[src/hw/rtl/bba_pkg.sv]
// ----------------------------------------------------------------------------
// bba_pkg
// Shared types and constants for the buddy block allocator.
// ----------------------------------------------------------------------------
package bba_pkg;

  localparam int TREE_LEVELS = 10;
  localparam int NODE_W     = TREE_LEVELS;
  localparam int LVL_W      = 4;
  localparam int WORD_W     = 32;
  localparam int BIT_W      = $clog2(WORD_W);
  localparam int WORDS      = (1 << TREE_LEVELS) / WORD_W;
  localparam int ADDR_W     = $clog2(WORDS);
  localparam int SIZE_W     = 31;
  localparam int NEED_W     = 32;
  localparam int BUCKET_W   = 17;
  localparam int TOTAL_W    = 26;
  localparam int OFF_W      = 25;
  localparam int CFG_IDX_W  = 2;
  localparam int CFG_DATA_W = 32;
  localparam logic [LVL_W-1:0] LVL_MAX = LVL_W'(TREE_LEVELS - 1);
  localparam logic [NEED_W-1:0] HEADER_BYTES = NEED_W'(4);

  localparam logic REQ_ALLOC = 1'b0;
  localparam logic REQ_FREE  = 1'b1;

  localparam logic [1:0] ST_OK  = 2'd0;
  localparam logic [1:0] ST_OOM = 2'd1;
  localparam logic [1:0] ST_BAD = 2'd2;

  localparam logic [CFG_IDX_W-1:0] CFG_LEVELS = CFG_IDX_W'(0);
  localparam logic [CFG_IDX_W-1:0] CFG_BUCKET = CFG_IDX_W'(1);

  typedef struct packed {
    logic              req_type;
    logic [SIZE_W-1:0] alloc_size;
    logic [NODE_W-1:0] free_index;
  } in_t;

  typedef struct packed {
    logic [1:0]         status;
    logic [NODE_W-1:0]  block_index;
    logic [LVL_W-1:0]   block_level;
    logic [OFF_W-1:0]   block_offset;
    logic [TOTAL_W-1:0] block_bytes;
  } out_t;

  typedef struct packed {
    logic              valid;
    logic [1:0]        status;
    logic [NODE_W-1:0] idx;
    logic [LVL_W-1:0]  level;
    logic              info;
  } done_t;

endpackage

[src/hw/rtl/bba_ram.sv]
// ----------------------------------------------------------------------------
// bba_ram
// Generic single-write, single-read RAM with registered read data.
// ----------------------------------------------------------------------------
module bba_ram #(
  parameter int WIDTH = 32,
  parameter int DEPTH = 32
) (
  input  logic                     clk,
  input  logic                     we,
  input  logic [$clog2(DEPTH)-1:0] waddr,
  input  logic [WIDTH-1:0]         wdata,
  input  logic [$clog2(DEPTH)-1:0] raddr,
  output logic [WIDTH-1:0]         rdata
);

  logic [WIDTH-1:0] mem [DEPTH];

  always_ff @(posedge clk) begin
    if (we) begin
      mem[waddr] <= wdata;
    end
    rdata <= mem[raddr];
  end

endmodule

[src/hw/rtl/bba_ctrl.sv]
// ----------------------------------------------------------------------------
// bba_ctrl
// Request sequencer: clears, scans, splits and merges the free bitmap.
// ----------------------------------------------------------------------------
module bba_ctrl import bba_pkg::*; (
  input  logic               clk,
  input  logic               rst_n,
  input  logic               start,
  input  in_t                in_data,
  input  logic [LVL_W-1:0]   eff_lvl,
  input  logic [TOTAL_W-1:0] total,
  output logic               busy,
  output done_t              done,
  output logic               we,
  output logic [ADDR_W-1:0]  waddr,
  output logic [WORD_W-1:0]  wdata,
  output logic [ADDR_W-1:0]  raddr,
  input  logic [WORD_W-1:0]  rdata
);

  typedef enum logic [9:0] {
    S_IDLE = 10'b0000000001,
    S_CLR  = 10'b0000000010,
    S_LVL  = 10'b0000000100,
    S_SRD  = 10'b0000001000,
    S_SCK  = 10'b0000010000,
    S_PRD  = 10'b0000100000,
    S_PWR  = 10'b0001000000,
    S_FRD  = 10'b0010000000,
    S_FWR  = 10'b0100000000,
    S_DONE = 10'b1000000000
  } state_t;

  state_t              state_r, state_nxt;
  logic [ADDR_W-1:0]   w_r, w_nxt;
  logic [LVL_W-1:0]    d_r, d_nxt;
  logic [LVL_W-1:0]    lvl_r, lvl_nxt;
  logic [NODE_W-1:0]   n_r, n_nxt;
  logic [NEED_W-1:0]   need_r, need_nxt;
  logic [1:0]          st_r, st_nxt;
  logic [NODE_W-1:0]   ridx_r, ridx_nxt;
  logic [LVL_W-1:0]    rlvl_r, rlvl_nxt;
  logic                rinfo_r, rinfo_nxt;

  logic [WORD_W-1:0]   mask, hits, nbit, sbit;
  logic                hit;
  logic [BIT_W-1:0]    hb;
  logic [NODE_W:0]     lim, fn;
  logic [NODE_W-1:0]   hi_n, fnd_n;
  logic [LVL_W-1:0]    fmsb;
  logic [NEED_W-1:0]   need_in;
  logic [TOTAL_W-1:0]  tsh;

  function automatic logic [ADDR_W-1:0] lo_word(input logic [LVL_W-1:0] v);
    logic [NODE_W-1:0] t;
    t = NODE_W'(1) << v;
    return t[NODE_W-1:BIT_W];
  endfunction

  always_comb begin
    hi_n = NODE_W'((11'd2 << d_r) - 11'd1);
    for (int i = 0; i < WORD_W; i++) begin
      mask[i] = (d_r >= LVL_W'(BIT_W)) || ((i >> d_r) == 1);
    end
    hits = rdata & mask;
    hit  = 1'b0;
    hb   = '0;
    for (int i = WORD_W - 1; i >= 0; i--) begin
      if (hits[i]) begin
        hit = 1'b1;
        hb  = BIT_W'(i);
      end
    end
    fnd_n = {w_r, hb};
    nbit  = WORD_W'(1) << n_r[BIT_W-1:0];
    sbit  = WORD_W'(1) << (n_r[BIT_W-1:0] ^ BIT_W'(1));
    lim   = (11'd2 << eff_lvl) - 11'd1;
    fn    = {1'b0, in_data.free_index} + 11'd1;
    fmsb  = '0;
    for (int i = 0; i <= NODE_W; i++) begin
      if (fn[i]) begin
        fmsb = LVL_W'(i);
      end
    end
    need_in = {1'b0, in_data.alloc_size} + HEADER_BYTES;
    tsh     = total >> (lvl_r + LVL_W'(1));
  end

  always_comb begin
    state_nxt = state_r;
    w_nxt     = w_r;
    d_nxt     = d_r;
    lvl_nxt   = lvl_r;
    n_nxt     = n_r;
    need_nxt  = need_r;
    st_nxt    = st_r;
    ridx_nxt  = ridx_r;
    rlvl_nxt  = rlvl_r;
    rinfo_nxt = rinfo_r;
    we        = 1'b0;
    waddr     = w_r;
    wdata     = '0;
    raddr     = w_r;
    case (state_r)
      S_CLR: begin
        we    = 1'b1;
        wdata = (w_r == '0) ? WORD_W'(2) : '0;
        w_nxt = w_r + ADDR_W'(1);
        if (w_r == ADDR_W'(WORDS - 1)) begin
          state_nxt = S_IDLE;
        end
      end
      S_IDLE: begin
        if (start) begin
          st_nxt    = ST_OK;
          rinfo_nxt = 1'b1;
          if (in_data.req_type == REQ_ALLOC) begin
            need_nxt = need_in;
            lvl_nxt  = '0;
            if (need_in > NEED_W'(total)) begin
              st_nxt    = ST_OOM;
              ridx_nxt  = '0;
              rinfo_nxt = 1'b0;
              state_nxt = S_DONE;
            end else begin
              state_nxt = S_LVL;
            end
          end else begin
            ridx_nxt = in_data.free_index;
            if (fn > lim) begin
              st_nxt    = ST_BAD;
              rinfo_nxt = 1'b0;
              state_nxt = S_DONE;
            end else begin
              n_nxt     = fn[NODE_W-1:0];
              rlvl_nxt  = fmsb;
              state_nxt = S_FRD;
            end
          end
        end
      end
      S_LVL: begin
        if (lvl_r < eff_lvl && need_r <= NEED_W'(tsh)) begin
          lvl_nxt = lvl_r + LVL_W'(1);
        end else begin
          d_nxt     = lvl_r;
          rlvl_nxt  = lvl_r;
          w_nxt     = lo_word(lvl_r);
          state_nxt = S_SRD;
        end
      end
      S_SRD: begin
        state_nxt = S_SCK;
      end
      S_SCK: begin
        if (hit) begin
          we       = 1'b1;
          wdata    = rdata & ~(WORD_W'(1) << hb);
          ridx_nxt = fnd_n - NODE_W'(1);
          if (d_r == lvl_r) begin
            state_nxt = S_DONE;
          end else begin
            n_nxt     = fnd_n << 1;
            w_nxt     = fnd_n[NODE_W-2:BIT_W-1];
            state_nxt = S_PRD;
          end
        end else if (w_r == hi_n[NODE_W-1:BIT_W]) begin
          if (d_r == '0) begin
            st_nxt    = ST_OOM;
            ridx_nxt  = '0;
            rinfo_nxt = 1'b0;
            state_nxt = S_DONE;
          end else begin
            d_nxt     = d_r - LVL_W'(1);
            w_nxt     = lo_word(d_r - LVL_W'(1));
            state_nxt = S_SRD;
          end
        end else begin
          w_nxt     = w_r + ADDR_W'(1);
          state_nxt = S_SRD;
        end
      end
      S_PRD: begin
        state_nxt = S_PWR;
      end
      S_PWR: begin
        we       = 1'b1;
        wdata    = rdata | sbit;
        d_nxt    = d_r + LVL_W'(1);
        ridx_nxt = n_r - NODE_W'(1);
        if (d_r + LVL_W'(1) == lvl_r) begin
          state_nxt = S_DONE;
        end else begin
          n_nxt     = n_r << 1;
          w_nxt     = n_r[NODE_W-2:BIT_W-1];
          state_nxt = S_PRD;
        end
      end
      S_FRD: begin
        w_nxt     = n_r[NODE_W-1:BIT_W];
        raddr     = n_r[NODE_W-1:BIT_W];
        state_nxt = S_FWR;
      end
      S_FWR: begin
        we = 1'b1;
        if (n_r != NODE_W'(1) && (rdata & sbit) != '0) begin
          wdata     = rdata & ~(nbit | sbit);
          n_nxt     = n_r >> 1;
          state_nxt = S_FRD;
        end else begin
          wdata     = rdata | nbit;
          state_nxt = S_DONE;
        end
      end
      S_DONE: begin
        state_nxt = S_IDLE;
      end
      default: begin
        state_nxt = S_IDLE;
      end
    endcase
  end

  always_ff @(posedge clk) begin
    if (!rst_n) begin
      state_r <= S_CLR;
      w_r     <= '0;
    end else begin
      state_r <= state_nxt;
      w_r     <= w_nxt;
    end
    d_r     <= d_nxt;
    lvl_r   <= lvl_nxt;
    n_r     <= n_nxt;
    need_r  <= need_nxt;
    st_r    <= st_nxt;
    ridx_r  <= ridx_nxt;
    rlvl_r  <= rlvl_nxt;
    rinfo_r <= rinfo_nxt;
  end

  assign busy       = (state_r != S_IDLE);
  assign done.valid = (state_r == S_DONE);
  assign done.status = st_r;
  assign done.idx    = ridx_r;
  assign done.level  = rinfo_r ? rlvl_r : '0;
  assign done.info   = rinfo_r;

`ifndef SYNTH
  a_done_pulse: assert property (@(posedge clk) disable iff (!rst_n)
    done.valid |=> !done.valid)
    else $error("done held for more than one cycle");
  a_idle_nowrite: assert property (@(posedge clk) disable iff (!rst_n)
    !(we && state_r == S_IDLE))
    else $error("bitmap written while idle");
  a_reset_clear: assert property (@(posedge clk)
    !rst_n |=> state_r == S_CLR)
    else $error("reset did not start the clearing pass");
  a_start_busy: assert property (@(posedge clk) disable iff (!rst_n)
    (start && !busy) |=> busy)
    else $error("accepted request did not raise busy");
`endif

endmodule

[src/hw/rtl/buddy_block_allocator_top.sv]
// ----------------------------------------------------------------------------
// buddy_block_allocator_top
// Buddy allocator over a heap-ordered free bitmap held in a word RAM.
// ----------------------------------------------------------------------------
// channel  ports                                     beat taken when
// in       start, busy, in_data                      start && !busy
// out      out_valid, out_data                       out_valid (one cycle)
// cfg      cfg_valid, cfg_ready, cfg_index, cfg_data cfg_valid && cfg_ready
//
// Busy per beat: an allocate steps through the levels, scans bitmap words and
// splits; a free merges step by step; an oversize request or a bad index goes
// straight to done. Each bitmap change is a RAM read-modify-write. The result
// strobes as busy falls. After reset a clearing pass over the 32 bitmap words
// holds busy high. Results are strobed for one cycle; the receiver cannot stall.
// ----------------------------------------------------------------------------
module buddy_block_allocator_top import bba_pkg::*; (
  input  logic                  clk,
  input  logic                  rst_n,
  input  logic                  start,
  output logic                  busy,
  input  in_t                   in_data,
  output logic                  out_valid,
  output out_t                  out_data,
  input  logic                  cfg_valid,
  output logic                  cfg_ready,
  input  logic [CFG_IDX_W-1:0]  cfg_index,
  input  logic [CFG_DATA_W-1:0] cfg_data
);

  logic [LVL_W-1:0]    lvl_cfg_r;
  logic [BUCKET_W-1:0] bucket_r;
  logic [LVL_W-1:0]    eff_lvl;
  logic [TOTAL_W-1:0]  total, bytes;
  logic [NODE_W:0]     k;
  logic [TOTAL_W+NODE_W-1:0] prod;
  done_t               done;
  logic                out_valid_r;
  out_t                out_r, out_nxt;
  logic                we;
  logic [ADDR_W-1:0]   waddr, raddr;
  logic [WORD_W-1:0]   wdata, rdata;

  assign cfg_ready = 1'b1;

  always_ff @(posedge clk) begin
    if (!rst_n) begin
      lvl_cfg_r <= LVL_W'(9);
      bucket_r  <= BUCKET_W'(64);
    end else if (cfg_valid && cfg_ready) begin
      case (cfg_index)
        CFG_LEVELS: lvl_cfg_r <= cfg_data[LVL_W-1:0];
        CFG_BUCKET: bucket_r  <= cfg_data[BUCKET_W-1:0];
        default: ;
      endcase
    end
  end

  assign eff_lvl = (lvl_cfg_r > LVL_MAX) ? LVL_MAX : lvl_cfg_r;
  assign total   = TOTAL_W'(bucket_r) << eff_lvl;

  bba_ctrl u_ctrl (
    .clk     (clk),
    .rst_n   (rst_n),
    .start   (start),
    .in_data (in_data),
    .eff_lvl (eff_lvl),
    .total   (total),
    .busy    (busy),
    .done    (done),
    .we      (we),
    .waddr   (waddr),
    .wdata   (wdata),
    .raddr   (raddr),
    .rdata   (rdata)
  );

  bba_ram #(.WIDTH(WORD_W), .DEPTH(WORDS)) u_ram (
    .clk   (clk),
    .we    (we),
    .waddr (waddr),
    .wdata (wdata),
    .raddr (raddr),
    .rdata (rdata)
  );

  always_comb begin
    bytes = total >> done.level;
    k     = {1'b0, done.idx} + 11'd1 - (11'd1 << done.level);
    prod  = bytes * k[NODE_W-1:0];
    out_nxt.status      = done.status;
    out_nxt.block_index = done.idx;
    out_nxt.block_level = done.level;
    out_nxt.block_offset = done.info ? prod[OFF_W-1:0] : '0;
    out_nxt.block_bytes  = done.info ? bytes : '0;
  end

  always_ff @(posedge clk) begin
    if (!rst_n) begin
      out_valid_r <= 1'b0;
    end else begin
      out_valid_r <= done.valid;
    end
    if (done.valid) begin
      out_r <= out_nxt;
    end
  end

  assign out_valid = out_valid_r;
  assign out_data  = out_r;

endmodule

[config.mk]
export PLATFORM = sky130hd
export DESIGN_NAME = buddy_block_allocator_top
export DESIGN_NICKNAME = d
export VERILOG_FILES = /design/src/hw/rtl/bba_pkg.sv /design/src/hw/rtl/bba_ram.sv /design/src/hw/rtl/bba_ctrl.sv /design/src/hw/rtl/buddy_block_allocator_top.sv
export SDC_FILE = /design/constraint.sdc
export NUM_CORES = 2
export LEC_CHECK = 0
export BUFFER_PORTS_ARGS = -buffer_cell sky130_fd_sc_hd__buf_4
export CORE_MARGIN = 2
export CORE_UTILIZATION = 50
export CTS_CLUSTER_SIZE = 10
export DETAILED_ROUTE_END_ITERATION = 16
export HOLD_SLACK_MARGIN = 0.03
export PLACE_DENSITY_LB_ADDON = 0.15
export SLEW_MARGIN = 10
export SYNTH_ARGS = -nofsm -noshare
export SYNTH_HDL_FRONTEND = slang
export SYNTH_SLANG_ARGS = --single-unit
[constraint.sdc]
create_clock -name clk -period 23.5 [get_ports clk]
set_input_delay 3.525 -clock clk [delete_from_list [all_inputs] [get_ports clk]]
set_output_delay 3.525 -clock clk [all_outputs]
set_load 0.005 [all_outputs]
**Word level (Yosys, flattened, before mapping)**

Memory sizes are Yosys's and may differ from the RTL's. A register that Yosys moved wholly into a read port is not among the register bits.
Cells that the tools add are included.

- Bits in registers: 171
- Memories kept: 1
- Memory bits (writable): 1024
- Output and inout port bits: 70

- $lt $le $gt $ge: 6
- Add/subtract/negate cells: 12
- Reductions and logical operators: 56
- Bitwise gates (word level): 11
- $mul: 1
- Mux-type cells: 149
- Shift-type cells: 43
- Equal/unequal tests: 69

Memories:

| memory | words | width | rd ports | clocked after Yosys merged registers in | write ports | RTL line | RTL |
|---|---|---|---|---|---|---|---|
| u_ram.mem | 32 | 32 | 1 | 1 | 1 | bba_ram.sv:17 | `logic [WIDTH-1:0] mem [DEPTH];` |

Operators by type and width:

| kind | count |
|---|---|
| $eq A32 B2 Y1 const B | 32 |
| $shr A5 B4 Y32 const A | 16 |
| $shr A4 B4 Y32 const A | 8 |
| $mux W10 | 25 |
| $mux W5 | 39 |
| $and A32 B32 Y32 | 4 |
| $pmux W32 S4 | 1 |
| $shr A3 B4 Y32 const A | 4 |
| $or A32 B32 Y32 | 3 |
| $shl A1 B5 Y32 const A | 3 |
| $pmux W10 S9 | 1 |
| $mux W32 | 2 |
| $not A32 Y32 | 2 |
| $shr A1 B4 Y32 const A | 2 |
| $shr A2 B4 Y32 const A | 2 |
| $mux W4 | 15 |
| $shr A26 B4 Y26 | 2 |
| $mux W1 | 44 |
| $pmux W10 S4 | 1 |
| $add A31 B3 Y32 const B | 1 |
| $gt A32 B26 Y1 | 1 |
| $le A32 B26 Y1 | 1 |
| $logic_or A1 B1 Y1 | 32 |
| $reduce_bool A32 Y1 | 1 |
| other kinds (61) | 105 |

**Depth between registers and ports, before layout**

- Depth after elaboration: 41
- Gate-level depth with buffers: 38
- Gate-level depth less buffers: 33

**Hierarchy**

Synthesis repeated with hierarchy kept, for this count alone.

- Cell total of the unflattened synthesis: 5012
- Area total of the unflattened synthesis: 63453.4 µm²

By module, submodules not included:

| module | instances | cells an instance | area an instance (µm²) | seq. area each (µm²) |
|---|---|---|---|---|
| bba_ram | 1 | 2260 | 40492.6 | 31390.1 |
| buddy_block_allocator_top | 1 | 1344 | 12072.8 | 2452.4 |
| bba_ctrl | 1 | 1408 | 10887.9 | 2312.2 |

**Worst setup path before layout**

No wires, ideal clock.

- Path kind: reg2reg
- Start: register u_ctrl.rlvl_r[1]
- End: register out_r, in the netlist out_data[50], data pin
- Cell stages (with the launch flop): 34
- Required time: 23.352 ns
- Data arrival time: 8.388 ns
- Path slack: 14.964 ns
- Path buffers: 3
- Cells stage by stage: edfxtp_1 > clkbuf_1 > nand2_1 > inv_1 > clkbuf_1 > buf_1 > nor3_1 > ha_1 > inv_1 > ha_1 > fa_1 > a21o_1 > a21oi_1 > o21bai_1 > a21oi_1 > o21ai_0 > xnor2_1 > nand2b_1 > fa_1 > inv_1 > fa_1 > fa_1 > fa_1 > fa_1 > ha_1 > a21o_1 > a21o_1 > o31ai_1 > o21ai_0 > o211ai_1 > o21a_1 > o21ai_0 > or2_2 > mux2i_1

RTL lines:

| element | RTL line | RTL |
|---|---|---|
| start: declaration | bba_ctrl.sv:42 | `logic [LVL_W-1:0] rlvl_r, rlvl_nxt;` |
| start signal: assignment | bba_ctrl.sv:238 | `rlvl_r <= rlvl_nxt;` |
| end signal: assignment | buddy_block_allocator_top.sv:104 | `out_r <= out_nxt;` |
| end: declaration | buddy_block_allocator_top.sv:38 | `out_t out_r, out_nxt;` |

**Final worst setup path**

- Start: register lvl_cfg_r[1]
- End: register out_r, in the netlist out_data[50], data pin

- Word-level cells in the longest chain between the ends: 5

RTL lines:

| element | RTL line | RTL |
|---|---|---|
| start: declaration | buddy_block_allocator_top.sv:30 | `logic [LVL_W-1:0] lvl_cfg_r;` |
| start signal: assignment | buddy_block_allocator_top.sv:51 | `CFG_LEVELS: lvl_cfg_r <= cfg_data[LVL_W-1:0];` |
| $gt A4 B4 Y1 | buddy_block_allocator_top.sv:58 | `assign eff_lvl = (lvl_cfg_r > LVL_MAX) ? LVL_MAX : lvl_cfg_r;` |
| $mux W4 (*) | buddy_block_allocator_top.sv:58 |  |
| $shl A17 B4 Y26 (*) | buddy_block_allocator_top.sv:59 | `assign total = TOTAL_W'(bucket_r) << eff_lvl;` |
| $shr A26 B4 Y26 (*) | buddy_block_allocator_top.sv:87 | `bytes = total >> done.level;` |
| $mul A26 B10 Y25 (*) | buddy_block_allocator_top.sv:89 | `prod = bytes * k[NODE_W-1:0];` |

Mark *: on every way between the ends. The rest lies on a longest branch, timed or not.
A chain may end at the register's enable or synchronous reset.

==> results.tsv <==
stage	metric	value	unit
finish	fin util	0.563	
route	drt wl/cell	26.5	um
sta	crit path time final	10.35	ns
route	via/cell ratio	6.18	
pwr	Comb pwr share	0.215	
global_route	first-pass GRT wire length	254000	um
sta	fmax	96.7	MHz
critical_path	WP data arrival	10.98	ns
placed_design	GPL Wtd Cong	0.969	
logic_synthesis	top_reg_cell synth	edfxtp_1	
critical_path	Worst EP required	24.14	ns
route	DRT iter0 DRCs	4259	
global_route	initial antenna violation count	2	
die	die width	356	um
finish	Fillers	9972	
global_route	vias in the first global route	39300	
critical_path	CP max stage cell	mux2i_1	
critical_path	Worst setup SP type	flip-flop	
sta	endpoints failing hold	0	
logic_synthesis	synthesized area	0.0620	mm2
sta	Worst Tran Pin Value	1.36	ns
cts	clk slew on worst S/H paths	0.06	ns
pwr	leakage power	23.3	nW
pwr	PD cells	85.2	mW/mm2
sta	Min Hold Slack	0.431	ns
run	max-cap viol count	0	
worst_hold_path	HP Class	reg -> reg	
status	outcome	complete, no violations	
finish	Final nets	5095	
critical_path	Crit Path Class	reg -> reg	
placed_design	Port Buffers	133	
cts	post-CTS setup buffers	0	
sta	Relative slew margins	0.0886	
pwr	Clk network pwr share	0.338	
sta	final setup fails	0	
pwr	Int Pwr	0.00417	W
cts	htree depth	4	
logic_synthesis	number of flops mapped to enable cells by yosys	1158	
finish	P&R area growth vs syn	12.1	%
pwr	Peak VDD IR	0.0000793	V
cts	Post-CTS Hold Buffers	0	
placed_design	placed cell area	0.0653	mm2
critical_path	cell repeated most along the worst path	fa_1	
sta	period utilization	0.440	
cts	clock latency on the worst-skew pair	0.79	ns
critical_path	peak fanout along the critical path	32	
route	DRT Pass-1 Iters	8	
cts	CTS tree	built	
cts	Clock Path Buffers	3	
die	Initial Util	0.503	
route	Post-Route WL	170000	um
finish	Sequential Area	0.0362	mm2
placed_design	pre-CTS WS	13.32	ns
global_route	largest net degree at the start of global routing	93	
logic_synthesis	flop and latch count out of synthesis	1227	
die	core area	0.123	mm2
pwr	Psw	0.00176	W
die	row count	129	
sta	final setup TNS	0	ns
placed_design	post-DP HPWL	104000	um
global_route	grt ovf	0	
sta	final worst slack	13.15	ns
critical_path	Crit. End Element	flip-flop	
logic_synthesis	Synth Area per Inst	13.5	um2
sta	unrepaired setup endpoints after global routing	no	
sta	Setup Skew	0.0285	ns
cts	CTS buffer count	144	
cts	clock root buffer	clkbuf_16	
finish	layout cells sized above 1	0.171	
sta	Pins Over Slew Limit	0	
logic_synthesis	Distinct cells, synth	88	
die	I/O pins	150	
cts	Sink Count	1227	
logic_synthesis	fraction of registers with async set/reset	0	
route	Routed Antenna Nets	0	
finish	fin area	0.0695	mm2
route	vias post-DR	39600	
pwr	sequential share of power	0.446	
die	Die Span Y	356	um
pwr	Sw Ratio	0.297	
global_route	GR Util All Layers	0.272	
finish	Multi-input gate area	0.0246	mm2
cts	Resized cells post-CTS	0	
route	# DRC	0	
logic_synthesis	post-synthesis sequential area ratio	0.583	
logic_synthesis	Synth Warn #	0	
critical_path	peak per-stage delay on the critical path	0.72	ns
die	DIE AREA	0.127	mm2
logic_synthesis	Cells after Synth	4595	
-- layout by cell type (no fill, tap or decap), drive strengths merged, types with 66 or more instances in the layout --
master / Yosys / routed
nand2: 610 / 610
mux2i: 66 / 66
nor2b: 71 / 71
nand3: 234 / 234
mux4: 272 / 272
o21ai: 162 / 162
ha: 154 / 154
edfxtp: 1158 / 1158
nor2: 243 / 243
inv: 182 / 185
buf: 71 / 243
clkbuf: 196 / 186
fa: 143 / 143
dfxtp: 69 / 69
a21oi: 197 / 197
-- cell families after synthesis --
family          count (synthesis)  synth area share
flops                        1227             0.583
buf+inv                       451            0.0288
xor+xnor                      104            0.0149
simple gates                 1431             0.106
fa+ha+maj                     297            0.0773
compound gates                719            0.0752
other cells                     1         0.0000605
mux                           365             0.114
-- path summary, 6_finish.rpt --
kind / start / end / slack, ns / cells after the start
max: lvl_cfg_r[1]$_SDFFE_PN0P_ / out_data[50]$_SDFFCE_PN0P_ / 13.15 / 28
min: u_ctrl.st_r[1]$_SDFFCE_PP0P_ / out_data[66]$_DFFE_PP_ / 0.43 / 0
max reg2reg: lvl_cfg_r[1]$_SDFFE_PN0P_ / out_data[50]$_SDFFCE_PN0P_ / 13.15 / 28
min reg2reg: u_ctrl.st_r[1]$_SDFFCE_PP0P_ / out_data[66]$_DFFE_PP_ / 0.43 / 0
-- critical path: cells and delay by family, from the launching register on --
| family | cells | cell delay (ns) |
|---|---|---|
| flip-flops | 1 | 0.30 |
| adder cells (fa/ha/maj) | 6 | 2.79 |
| multiplexers | 4 | 1.41 |
| AO/OA/AOI/OAI | 12 | 3.56 |
| buffers and inverters | 2 | 0.76 |
| AND/OR/NAND/NOR | 4 | 1.32 |
-- power by group through the flow --
stage / Clock, W / Combinational [W] / Sequential (W)
2_1_floorplan: 0 / 0.000867 / 0.00263
3_5_place_dp: 0 / 0.00127 / 0.00268
3_3_place_gp: 0 / 0.00126 / 0.00268
4_1_cts: 0.00204 / 0.00128 / 0.00264
5_1_grt: 0.00213 / 0.00139 / 0.00265
6_report: 0.00200 / 0.00128 / 0.00264
-- per-layer routing --
metal	vias up	global-route usage	wire length (um)
met4	2	0.112	7060
met2	1657	0.440	81400
met1	20200	0.370	70100
li1	17500	-	-
met5	-	0	7
met3	310	0.0401	11800
-- state kept, by name, indices dropped and copies added (netlist names), 10 cells and up --
register	cells
bucket_r	17
out_data	67
u_ctrl.n_r	10
u_ctrl.need_r	32
u_ctrl.ridx_r	10
u_ctrl.state_r	10
u_ram.mem	1024
u_ram.rdata	32
-- cells in the mapped netlist, types with 66 or more instances --
cell type / count / area (um2)
edfxtp_1: 1158 / 34800
nand2_1: 610 / 2290
mux4_2: 272 / 6130
nor2_1: 241 / 905
nand3_1: 234 / 1170
clkbuf_1: 196 / 736
a21oi_1: 194 / 971
inv_1: 179 / 672
ha_1: 154 / 1930
fa_1: 143 / 2860
o21ai_0: 122 / 611
nor2b_1: 71 / 444
dfxtp_1: 69 / 1380
mux2i_1: 66 / 661
-- area by class of cell --
class                   instances  share of cell area
multi-input cells            2918               0.354
inverters                     184             0.00994
repair buffers                243              0.0264
diodes                          1           0.0000360
clock inverters                21             0.00461
clock buffers                 186              0.0552
flip-flops and latches       1227               0.520
well taps                    1637              0.0295
-- per-stage QoR --
step,cells,total power (W)
finish,6417,0.00592
global route,6417,0.00616
CTS,6416,0.00596
detailed placement,6209,0.00395
global placement,6209,0.00394
floorplan,4596,0.00349
Power figures use the tool's default switching activity.
